## config.mk

```make
export PLATFORM = sky130hd
export DESIGN_NAME = positional_list_engine_flat
export DESIGN_NICKNAME = d
export VERILOG_FILES = /design/src/hw/rtl/ple_pkg.sv /design/src/hw/rtl/ple_stream_if.sv /design/src/hw/rtl/ple_ctrl.sv /design/src/hw/rtl/ple_dpath.sv /design/src/hw/rtl/positional_list_engine.sv /design/src/flat_wrapper.sv
export SDC_FILE = /design/constraint.sdc
export NUM_CORES = 2
export LEC_CHECK = 0
export BUFFER_PORTS_ARGS = -buffer_cell sky130_fd_sc_hd__buf_4
export CAP_MARGIN = 20
export CELL_PAD_IN_SITES_DETAIL_PLACEMENT = 2
export CELL_PAD_IN_SITES_GLOBAL_PLACEMENT = 2
export CORE_MARGIN = 5
export CORE_UTILIZATION = 40
export DETAILED_ROUTE_END_ITERATION = 10
export PLACE_DENSITY_LB_ADDON = 0.1
export SETUP_SLACK_MARGIN = 0.1
export SYNTH_ARGS = -nofsm -noshare
export SYNTH_HDL_FRONTEND = slang
export SYNTH_SLANG_ARGS = --single-unit
```

## constraint.sdc

```tcl
create_clock -name clk -period 6.75 [get_ports clk]
set_input_delay 0.675 -clock clk [delete_from_list [all_inputs] [get_ports clk]]
set_output_delay 0.675 -clock clk [all_outputs]
set_load 0.01 [all_outputs]
```

## src/hw/rtl/ple_pkg.sv

```systemverilog
// Shared types, codes and constants of the positional list engine.
`timescale 1ns / 1ps

package ple_pkg;

	// Default store depth
	localparam int CAPACITY_DEF = 64;

	// Field widths
	localparam int MODE_W  = 2;
	localparam int POS_W   = 7;
	localparam int VALUE_W = 32;

	// Operation codes
	localparam logic [MODE_W-1:0] MODE_INSERT = 2'd0;
	localparam logic [MODE_W-1:0] MODE_DELETE = 2'd1;
	localparam logic [MODE_W-1:0] MODE_SEARCH = 2'd2;

	typedef struct packed {
		logic [MODE_W-1:0]         mode;
		logic [POS_W-1:0]          position;
		logic signed [VALUE_W-1:0] value_in;
	} req_t;

	typedef struct packed {
		logic                      ok;
		logic signed [VALUE_W-1:0] removed_value;
		logic [POS_W-1:0]          found_position;
		logic [POS_W-1:0]          list_length;
	} rsp_t;

	typedef enum logic [2:0] {
		ST_IDLE,
		ST_CHECK,
		ST_WALK,
		ST_DRAIN,
		ST_PLACE,
		ST_FINISH
	} state_t;

	// Controller to datapath commands
	typedef struct packed {
		logic load;
		logic init;
		logic rd_en;
		logic place;
		logic commit;
	} cmd_t;

	// Datapath to controller status
	typedef struct packed {
		logic legal;
		logic no_shift;
		logic last;
		logic is_insert;
	} sts_t;

endpackage

```

## src/hw/rtl/ple_stream_if.sv

```systemverilog
// Valid/ready channel interface carrying one payload per transaction.
`timescale 1ns / 1ps

interface ple_stream_if #(
	parameter type payload_t = logic
);
	logic     valid;
	logic     ready;
	payload_t payload;

	modport source (output valid, output payload, input ready);
	modport sink (input valid, input payload, output ready);
endinterface

```

## src/hw/rtl/ple_ctrl.sv

```systemverilog
// Controller state machine that sequences one request over the entry store.
`timescale 1ns / 1ps

module ple_ctrl (
	input  logic          clk,
	input  logic          arst_n,
	input  logic          in_valid,
	output logic          in_ready,
	output logic          out_valid,
	input  logic          out_ready,
	input  ple_pkg::sts_t sts,
	output ple_pkg::cmd_t cmd
);

	ple_pkg::state_t state_q;
	ple_pkg::state_t state_nxt;
	logic            out_vld_q;

	// State and output-valid registers
	always_ff @(posedge clk or negedge arst_n) begin
		if (!arst_n) begin
			state_q   <= ple_pkg::ST_IDLE;
			out_vld_q <= 1'b0;
		end else begin
			state_q <= state_nxt;
			if (cmd.commit) begin
				out_vld_q <= 1'b1;
			end else if (out_ready) begin
				out_vld_q <= 1'b0;
			end
		end
	end

	assign out_valid = out_vld_q;
	assign in_ready  = (state_q == ple_pkg::ST_IDLE);

	// Next state and commands
	always_comb begin
		state_nxt = state_q;
		cmd       = '0;
		unique case (state_q)
			ple_pkg::ST_IDLE: begin
				if (in_valid) begin
					cmd.load  = 1'b1;
					state_nxt = ple_pkg::ST_CHECK;
				end
			end
			ple_pkg::ST_CHECK: begin
				if (!sts.legal) begin
					state_nxt = ple_pkg::ST_FINISH;
				end else if (sts.is_insert && sts.no_shift) begin
					state_nxt = ple_pkg::ST_PLACE;
				end else begin
					cmd.init  = 1'b1;
					state_nxt = ple_pkg::ST_WALK;
				end
			end
			ple_pkg::ST_WALK: begin
				cmd.rd_en = 1'b1;
				if (sts.last) begin
					state_nxt = ple_pkg::ST_DRAIN;
				end
			end
			ple_pkg::ST_DRAIN: begin
				state_nxt = sts.is_insert ? ple_pkg::ST_PLACE : ple_pkg::ST_FINISH;
			end
			ple_pkg::ST_PLACE: begin
				cmd.place = 1'b1;
				state_nxt = ple_pkg::ST_FINISH;
			end
			ple_pkg::ST_FINISH: begin
				if (!out_vld_q || out_ready) begin
					cmd.commit = 1'b1;
					state_nxt  = ple_pkg::ST_IDLE;
				end
			end
			default: begin
				state_nxt = ple_pkg::ST_IDLE;
			end
		endcase
	end

endmodule

```

## src/hw/rtl/ple_dpath.sv

```systemverilog
// Datapath: entry store, length count, walk pointer and result register.
`timescale 1ns / 1ps

module ple_dpath #(
	parameter int CAPACITY = ple_pkg::CAPACITY_DEF
) (
	input  logic          clk,
	input  logic          arst_n,
	input  ple_pkg::cmd_t cmd,
	output ple_pkg::sts_t sts,
	input  ple_pkg::req_t req_payload,
	output ple_pkg::rsp_t rsp_payload
);

	localparam int CNT_W = $clog2(CAPACITY + 1);
	localparam int IDX_W = $clog2(CAPACITY);
	localparam int EXT_W = ((CNT_W > ple_pkg::POS_W) ? CNT_W : ple_pkg::POS_W) + 1;
	localparam logic [EXT_W-1:0] CAP_EXT = EXT_W'(CAPACITY);
	localparam logic [EXT_W-1:0] ONE     = EXT_W'(1);

	logic signed [ple_pkg::VALUE_W-1:0] mem [CAPACITY];

	logic [ple_pkg::MODE_W-1:0]         mode_q;
	logic [EXT_W-1:0]                   pos_q;
	logic signed [ple_pkg::VALUE_W-1:0] val_q;
	logic [CNT_W-1:0]                   count_q;
	logic [EXT_W-1:0]                   ptr_q;
	logic                               rd_vld_s1;
	logic [EXT_W-1:0]                   idx_s1;
	logic signed [ple_pkg::VALUE_W-1:0] rd_s1;
	logic signed [ple_pkg::VALUE_W-1:0] removed_q;
	logic [ple_pkg::POS_W-1:0]          found_q;
	logic                               hit_q;
	ple_pkg::rsp_t                      out_q;

	logic                               is_ins;
	logic                               is_del;
	logic                               is_srch;
	logic [EXT_W-1:0]                   count_ext;
	logic                               legal;
	logic [EXT_W-1:0]                   end_ext;
	logic [EXT_W-1:0]                   start_ext;
	logic                               wr_en;
	logic [IDX_W-1:0]                   wr_addr;
	logic signed [ple_pkg::VALUE_W-1:0] wr_data;
	logic                               del_head_s1;
	logic                               op_ok;
	logic [CNT_W-1:0]                   count_nxt;

	// Decode the held request
	assign is_ins    = (mode_q == ple_pkg::MODE_INSERT);
	assign is_del    = (mode_q == ple_pkg::MODE_DELETE);
	assign is_srch   = (mode_q == ple_pkg::MODE_SEARCH);
	assign count_ext = EXT_W'(count_q);

	always_comb begin
		legal = 1'b0;
		if (is_ins) begin
			legal = (pos_q != '0) && (pos_q <= count_ext + ONE) && (count_ext < CAP_EXT);
		end else if (is_del) begin
			legal = (pos_q != '0) && (pos_q <= count_ext);
		end else if (is_srch) begin
			legal = (count_ext != '0);
		end
	end

	// Walk bounds: insert runs down from the tail, delete and search run up
	assign end_ext   = is_ins ? (pos_q - ONE) : (count_ext - ONE);
	assign start_ext = is_ins ? (count_ext - ONE) : (is_del ? (pos_q - ONE) : '0);

	assign sts.legal     = legal;
	assign sts.no_shift  = ((pos_q - ONE) == count_ext);
	assign sts.last      = (ptr_q == end_ext);
	assign sts.is_insert = is_ins;

	// Request and pointer registers
	always_ff @(posedge clk) begin
		if (cmd.load) begin
			mode_q <= req_payload.mode;
			pos_q  <= EXT_W'(req_payload.position);
			val_q  <= req_payload.value_in;
		end
		if (cmd.init) begin
			ptr_q <= start_ext;
		end else if (cmd.rd_en) begin
			ptr_q <= is_ins ? (ptr_q - ONE) : (ptr_q + ONE);
		end
	end

	// Read stage valid
	always_ff @(posedge clk or negedge arst_n) begin
		if (!arst_n) begin
			rd_vld_s1 <= 1'b0;
		end else begin
			rd_vld_s1 <= cmd.rd_en;
		end
	end

	// Store read port, registered
	always_ff @(posedge clk) begin
		if (cmd.rd_en) begin
			rd_s1  <= mem[ptr_q[IDX_W-1:0]];
			idx_s1 <= ptr_q;
		end
	end

	// Write port: shift moves from the read stage, or the insert value
	assign del_head_s1 = (idx_s1 == (pos_q - ONE));

	always_comb begin
		wr_en   = 1'b0;
		wr_addr = '0;
		wr_data = rd_s1;
		if (cmd.place) begin
			wr_en   = 1'b1;
			wr_addr = IDX_W'(pos_q - ONE);
			wr_data = val_q;
		end else if (rd_vld_s1 && is_ins) begin
			wr_en   = 1'b1;
			wr_addr = IDX_W'(idx_s1 + ONE);
		end else if (rd_vld_s1 && is_del && !del_head_s1) begin
			wr_en   = 1'b1;
			wr_addr = IDX_W'(idx_s1 - ONE);
		end
	end

	always_ff @(posedge clk) begin
		if (wr_en) begin
			mem[wr_addr] <= wr_data;
		end
	end

	// Capture the removed entry and the first match
	always_ff @(posedge clk) begin
		if (cmd.load) begin
			removed_q <= '0;
			found_q   <= '0;
			hit_q     <= 1'b0;
		end else if (rd_vld_s1) begin
			if (is_del && del_head_s1) begin
				removed_q <= rd_s1;
			end
			if (is_srch && !hit_q && (rd_s1 == val_q)) begin
				hit_q   <= 1'b1;
				found_q <= ple_pkg::POS_W'(idx_s1 + ONE);
			end
		end
	end

	// Result and new length
	assign op_ok = is_srch ? hit_q : legal;

	always_comb begin
		count_nxt = count_q;
		if (legal && is_ins) begin
			count_nxt = count_q + CNT_W'(1);
		end else if (legal && is_del) begin
			count_nxt = count_q - CNT_W'(1);
		end
	end

	always_ff @(posedge clk or negedge arst_n) begin
		if (!arst_n) begin
			count_q <= '0;
		end else if (cmd.commit) begin
			count_q <= count_nxt;
		end
	end

	always_ff @(posedge clk) begin
		if (cmd.commit) begin
			out_q.ok             <= op_ok;
			out_q.removed_value  <= (is_del && legal) ? removed_q : '0;
			out_q.found_position <= is_srch ? found_q : '0;
			out_q.list_length    <= ple_pkg::POS_W'(count_nxt);
		end
	end

	assign rsp_payload = out_q;

endmodule

```

## src/hw/rtl/positional_list_engine.sv

```systemverilog
// Top level of the positional list engine: controller plus datapath.
//
// Keeps an ordered list of signed 32-bit values in a store of CAPACITY
// entries. Requests arrive on req (mode, position, value_in); each one
// gives exactly one result on rsp (ok, removed_value, found_position,
// list_length). Both channels are valid/ready; a transaction moves when
// valid and ready are high at a rising clk edge.
// One request is worked at a time. With n entries in the list, insert at
// position p walks n-p+1 entries, delete at p walks n-p+1, search walks n;
// each walked entry is read through the single store read port. Around
// the walk a request passes accept, check, drain and commit, and an insert
// also a place step that writes its value. An insert at the tail skips
// walk and drain; a rejected request goes from check straight to commit.
// The result sits in an output register, so the next request is accepted
// while a result still waits; if rsp stalls, the following request halts
// at commit until the register is free.
// arst_n clears the length to zero and empties both channels; the store
// itself is not cleared, since only written entries are ever read.
`timescale 1ns / 1ps

module positional_list_engine #(
	parameter int CAPACITY = ple_pkg::CAPACITY_DEF
) (
	input logic          clk,
	input logic          arst_n,
	ple_stream_if.sink   req,
	ple_stream_if.source rsp
);

	ple_pkg::cmd_t cmd;
	ple_pkg::sts_t sts;
	ple_pkg::req_t req_payload;
	ple_pkg::rsp_t rsp_payload;

	assign req_payload = req.payload;
	assign rsp.payload = rsp_payload;

	// Sequence each request
	ple_ctrl u_ctrl (
		.clk       (clk),
		.arst_n    (arst_n),
		.in_valid  (req.valid),
		.in_ready  (req.ready),
		.out_valid (rsp.valid),
		.out_ready (rsp.ready),
		.sts       (sts),
		.cmd       (cmd)
	);

	// Store, count and result
	ple_dpath #(
		.CAPACITY (CAPACITY)
	) u_dpath (
		.clk         (clk),
		.arst_n      (arst_n),
		.cmd         (cmd),
		.sts         (sts),
		.req_payload (req_payload),
		.rsp_payload (rsp_payload)
	);

endmodule

```

## src/flat_wrapper.sv

```systemverilog
// flat-port wrapper written by rule: the top's interface ports become plain ports
module positional_list_engine_flat import ple_pkg::*;
#(
	parameter int CAPACITY = ple_pkg::CAPACITY_DEF
)
  (clk, arst_n, req_valid, req_payload, req_ready, rsp_valid, rsp_payload, rsp_ready);
  ple_stream_if #(.payload_t(req_t)) req_i ();
  ple_stream_if #(.payload_t(rsp_t)) rsp_i ();
  input logic clk;
  input logic arst_n;
  input wire logic [$bits(req_i.valid)-1:0] req_valid;
  input wire logic [$bits(req_i.payload)-1:0] req_payload;
  output wire logic [$bits(req_i.ready)-1:0] req_ready;
  output wire logic [$bits(rsp_i.valid)-1:0] rsp_valid;
  output wire logic [$bits(rsp_i.payload)-1:0] rsp_payload;
  input wire logic [$bits(rsp_i.ready)-1:0] rsp_ready;
  assign req_i.valid = req_valid;
  assign req_i.payload = req_payload;
  assign req_ready = req_i.ready;
  assign rsp_valid = rsp_i.valid;
  assign rsp_payload = rsp_i.payload;
  assign rsp_i.ready = rsp_ready;
  positional_list_engine #(.CAPACITY(CAPACITY)) u_core (.clk(clk), .arst_n(arst_n), .req(req_i), .rsp(rsp_i));
endmodule
```

; ---- Word level (Yosys, flattened, before mapping)
; Memory sizes are Yosys's and may differ from the RTL's. A register that Yosys moved wholly into a read port is not among the register bits.
; Index checks and enable logic that the tools add are counted.
[op_classes]
n_addsub = 9
n_mul = 0
div_mod_pow = 0
magnitude_cmp = 3
n_eq_ne = 14
shifts = 0
n_mux = 39
bitwise = 0
n_reduce_logical = 25
[ops]
columns = cell, n
row1 = $mux W8, 6
row2 = $eq A32 B32 Y1, 1
row3 = $mux W32, 1
row4 = $mux W1, 21
row5 = $mux W6, 3
row6 = $pmux W3 S6, 1
row7 = $eq A8 B8 Y1, 2
row8 = $reduce_bool A8 Y1, 2
row9 = $sub A7 B1 Y8 const B, 2
row10 = $mux W3, 5
row11 = $add A7 B1 Y7 const B, 2
row12 = $mux W7, 2
row13 = $logic_and A1 B1 Y1, 12
row14 = $add A7 B1 Y8 const B, 1
row15 = $add A8 B1 Y8 const B, 1
row16 = $eq A8 B7 Y1, 1
row17 = $le A7 B8 Y1, 1
row18 = $sub A8 B1 Y8 const B, 1
row19 = $le A7 B7 Y1, 1
row20 = $lt A7 B7 Y1 const B, 1
row21 = $sub A7 B1 Y7 const B, 1
row22 = $eq A3 B2 Y1 const B, 2
row23 = $eq A3 B3 Y1 const B, 2
row24 = $sub A6 B1 Y6 const B, 1
row25 = other kinds (12), 17
[word_totals]
regBits = 156
latch_bits = 0
ramBits = 2048
romBits = 0
in_bits = 45
out_inout_bits = 49
wordCells = 107
n_memories = 1
[mem_list]
columns = memory, depth, width, read_ports, rd_clocked_by_memory_dff, write_ports, line
row1 = u_core.u_dpath.mem, 64, 32, 1, 1, 1, ple_dpath.sv:21  ; logic signed [ple_pkg::VALUE_W-1:0] mem [CAPACITY];

; ---- Logic depth before layout (Yosys ltp)
[depth]
word_depth = 9
depth_mapped = 15
depth_no_buf = 13

; ---- By module
; A second synthesis with hierarchy kept.
[unflattened]
hier_cells = 3772
area_unflattened_um2 = 86827.0
[modules_own_cells]
columns = mod, instances, cells_each, area_each_um2, seq_area_each_um2
row1 = ple_dpath, 1, 3738, 86531.7, 66583.9
row2 = ple_ctrl, 1, 34, 295.3, 100.1

; ---- Worst setup path after synthesis
; OpenSTA, ideal clock, no wires.
[synth_path]
path_type = register to register
start = reg u_core.u_dpath.pos_q[0]
end = mem u_core.u_dpath.mem[24][0] (netlist bit), enable pin
setup_time_ns = 0.421
arrival_ns = 4.226
required_ns = 6.329
setup_slack_ns = 2.103
stages_incl_launch_ff = 13
path_buffers = 2
period_less_slack_ns = 4.647
cell_sequence = edfxtp_1 -> buf_2 -> inv_1 -> ha_1 -> buf_2 -> nor3b_2 -> a21oi_1 -> or4_1 -> a2111oi_4 -> nand2_4 -> a31oi_4 -> nand3_4 -> nor2_1
[synth_via]
elab_chain_len = 9
word_cells_on_any_way = 12
cone_classes = 1 x add/sub / 1 x eq/ne / 8 x mux / 2 x reduce/logical
[synth_lines]
columns = item, line
row1 = start: declaration, ple_dpath.sv:24  ; logic [EXT_W-1:0] pos_q;
row2 = start signal: assignment, ple_dpath.sv:80  ; pos_q <= EXT_W'(req_payload.position);
row3 = $sub A7 B1 Y8 *, ple_dpath.sv:116  ; wr_addr = IDX_W'(pos_q - ONE);
row4 = $eq A8 B8 Y1, ple_dpath.sv:108  ; assign del_head_s1 = (idx_s1 == (pos_q - ONE));
row5 = $logic_not A1 Y1, ple_dpath.sv:121  ; end else if (rd_vld_s1 && is_del && !del_head_s1) begin
row6 = $logic_and A1 B1 Y1, ple_dpath.sv:121
row7 = $mux W1, ple_dpath.sv:121
row8 = $mux W1, ple_dpath.sv:118  ; end else if (rd_vld_s1 && is_ins) begin
row9 = $mux W1, ple_dpath.sv:114  ; if (cmd.place) begin
row10 = $mux W1, ple_dpath.sv:128  ; if (wr_en) begin
row11 = $mux W1 (implied by the code), ple_dpath.sv:129  ; mem[wr_addr] <= wr_data;
row12 = end: declaration, ple_dpath.sv:21
; Every way passes the cells marked *; elsewhere a longest branch is shown, timed or not.

; ---- Final worst setup path
[layout_path]
start = reg u_core.u_dpath.pos_q[0]
end = mem u_core.u_dpath.mem[1][30] (netlist bit), enable pin
; Same word-level chain as after synthesis.

==> reports/results.ini <==
[finish]
syn_to_final_growth_pct=15.6
nets=4183
drive_gt1_share_pct=31.7
final_cell_count_no_fill=7172
fillers=19100

[clocking]
cts.sinks=2236
post_cts_resized=0
clk_pin_slew_ns=0.06
cts_max_level=4
tritoncts=done
clockRootBuffer=clkbuf_16
max-clock-path-buffers=3
numCtsBuffers=234
worstSkewPairLatency_ns=0.87

[timing]
max_freq_mhz=186
fin_crit_ns=5.38
slew_viol_final=0
tightestPinTransition_ns=1.19
timing.final.crit_share_pct=79.6
setup_viol_count_final=0
finalHoldViolCount=0
slew_headroom_pct=20.2
grt_setup_unrepaired=false
skew_ns=0.0225
final.setup.tns_ns=0

[power_and_ir_drop]
power_uw=42300
peakVddDrop_v=0.000266
p_leak_uw=0.0315
p_per_area_mw_per_mm2=421

[placement]
placed_cells=6682
gp_congestion=0.780
dp_hpwl_mm=157
io_buffers=93

[yosys]
syn_nets=3863
synth_top_area_share_pct=75.4
synth-edff-count=2184
yosysWarningCount=0
mappedNetlistArea_mm2=0.0870
synth_area_leader_cell=edfxtp_1
synth_flop_cell=edfxtp_1
synth.area.top_cells=edfxtp_1, mux4_2, dfxtp_1
synth.distinct_cells=69
synth_seq_cells=2236
async_reset_ff_share_pct=0.537
yosysSeqAreaShare_pct=76.7
syn_inst=3790
syn_area_per_cell_um2=22.9

[floorplanning]
dieArea_mm2=0.227
pin_count=94
initial_utilization_pct=40.1
rows=171
die_x_um=476
die_h_um=476
core_area_mm2=0.217

[worst_setup_path]
reg2reg_slack_ns=1.37
r2r-end=u_core.u_dpath.mem[1][30]
reg2reg_from=u_core.u_dpath.pos_q[0]
worst-endpoint-arrival_ns=5.91
reg2regPathDepth=11
cp_max_fo=17
critPathRequiredTime_ns=7.28
worstSetupEndpointType=flop
start_kind=flop
path_class=reg2reg

[global_route]
antenna_found_initial=39
grt_usage_pct=22.0
grt_start_max_net_pins=94
grt_first_pass_wirelength_mm=357
grt-ovfl-total=0
grt_pass1_vias=44100

[detailed_routing]
post_drt_wl_per_cell_um=34.7
num_vias=41000
wirelength_mm=249
drtIter0Drc=4503
drc=0
final_antenna_net_count=0
routed_via_density=5.72
drt_first_pass_iters=5

[hold_path]
hold_end=u_core.u_ctrl.out_valid
worstHoldPathCells=3
worstHoldStart=rsp_ready
min_path_type=in2reg

[outcome]
status=completed

[job]
drv_cap=0

-- cells in the mapped netlist (22+ instances only) --
cell type / number
inv_1: 22
and2_1: 40
mux4_2: 672
dfxtp_1: 40
xor2_1: 32
clkbuf_1: 132
ha_1: 27
xnor2_1: 55
edfxtp_1: 2184
nor2_1: 136
a21oi_1: 23
buf_1: 50
nand2_1: 128
mux2i_1: 46
-- registers in the layout, summed over array words and instances, names as in the netlist --
name                        flops
u_core.u_ctrl.out_valid         1
u_core.u_ctrl.state_q           3
u_core.u_dpath.count_q          7
u_core.u_dpath.found_q          7
u_core.u_dpath.hit_q            1
u_core.u_dpath.idx_s1           8
u_core.u_dpath.mem           2048
u_core.u_dpath.mode_q           2
u_core.u_dpath.pos_q            7
u_core.u_dpath.ptr_q            8
u_core.u_dpath.rd_s1           32
u_core.u_dpath.rd_vld_s1        1
u_core.u_dpath.removed_q       32
u_core.u_dpath.rsp_payload     47
u_core.u_dpath.val_q           32
-- cells by family after synthesis --
group	Yosys count	share of synthesized area, %
mux	722	18.0
fa+ha+maj	28	0.411
xor+xnor	87	0.876
compound gates	97	0.832
simple gates	401	2.24
buf+inv	219	0.986
flops	2236	76.7
-- power by group --
part | switching [uW] | leakage, uW | internal [uW]
combinational | 7380 | 0.00763 | 3700
sequential | 413 | 0.0202 | 18100
clock | 5470 | 0.00368 | 7290
total | 13300 | 0.0315 | 29000
-- cells in the final DEF, fill, tap and decap left out, drive strengths merged, types with 4 or more instances in the layout --
master and instances:
nand3 29, o2111ai 7, and2 40, mux2 4, edfxtp 2184, o21ai 19
xnor2 55, xor2 32, and3 7, nor3 14, or3 4, a32o 4
buf 237, a31o 5, a31oi 11, o211ai 4, ha 27, nor2b 6
clkinv 103, bufinv 20, dfrtp 12, dlygate4sd3 42, mux2i 46, mux4 672
dfxtp 40, nand2 129, clkinvlp 4, nand4 8, diode 6, nor4 7
nand2b 8, a21oi 24, inv 35, nor2 138, clkbuf 300
-- what timing repair did --
item | in CTS | in global routing
hold buffers | 42 | 0
hold endpoints to repair | 53 | 0
buffers inserted | 0 | 0
-- worst max path at each step --
stage	start	end	slack, ns	depth (start not counted)
after global routing	u_core.u_dpath.pos_q[0]	u_core.u_dpath.mem[1][17]	1.17	11
after floorplan	u_core.u_dpath.pos_q[0]	u_core.u_dpath.mem[24][0]	2.10	12
after global placement	u_core.u_dpath.pos_q[0]	u_core.u_dpath.mem[41][23]	1.52	10
after detailed placement	u_core.u_dpath.pos_q[0]	u_core.u_dpath.mem[19][31]	1.44	11
after CTS	u_core.u_dpath.pos_q[0]	u_core.u_dpath.mem[19][21]	1.39	11
final	u_core.u_dpath.pos_q[0]	u_core.u_dpath.mem[1][30]	1.37	11
-- per-layer routing --
layer	vias up	share of wire, %	global-route usage, %
li1	16700	-	-
met1	22800	43	31.8
met2	1285	50	36.3
met3	224	5.5	3.21
met4	2	1.5	3.76
met5	-	0.0040	0
-- layout make-up --
type,instances,area (um2),area share [%]
clock inverters,138,1270,1.26
clock buffers,300,6260,6.22
multi-input cells,1335,20100,20.0
repair buffers,279,2550,2.54
inverters,24,90.1,0.0896
flip-flops and latches,2236,66700,66.3
diodes,6,15.0,0.0149
well taps,2854,3570,3.55
-- critical path, stage by stage (launching register included) --
cell	delay, ns
edfxtp_1	0.55
inv_1	0.25
ha_1	0.40
or4b_4	0.56
nor2_4	0.12
xnor2_1	0.18
a2111oi_4	0.52
nand2_4	0.23
a21oi_2	0.25
nand2_1	0.71
nor2_4	0.82
buf_4	0.41
-- stage by stage --
stage / utilization [%] / hold WS [ns] / setup WS [ns] / area, um2
6_report: 46.4 / 0.200 / 1.37 / 101000
2_1_floorplan: - / 0.379 / 2.10 / 87000
5_1_grt: 46.4 / 0.141 / 1.17 / 101000
3_5_place_dp: 42.7 / 0.452 / 1.44 / 92500
4_1_cts: 46.3 / 0.107 / 1.39 / 100000
3_3_place_gp: 42.6 / 0.437 / 1.52 / 92400
Note: power is estimated with default switching activity, not from simulation.
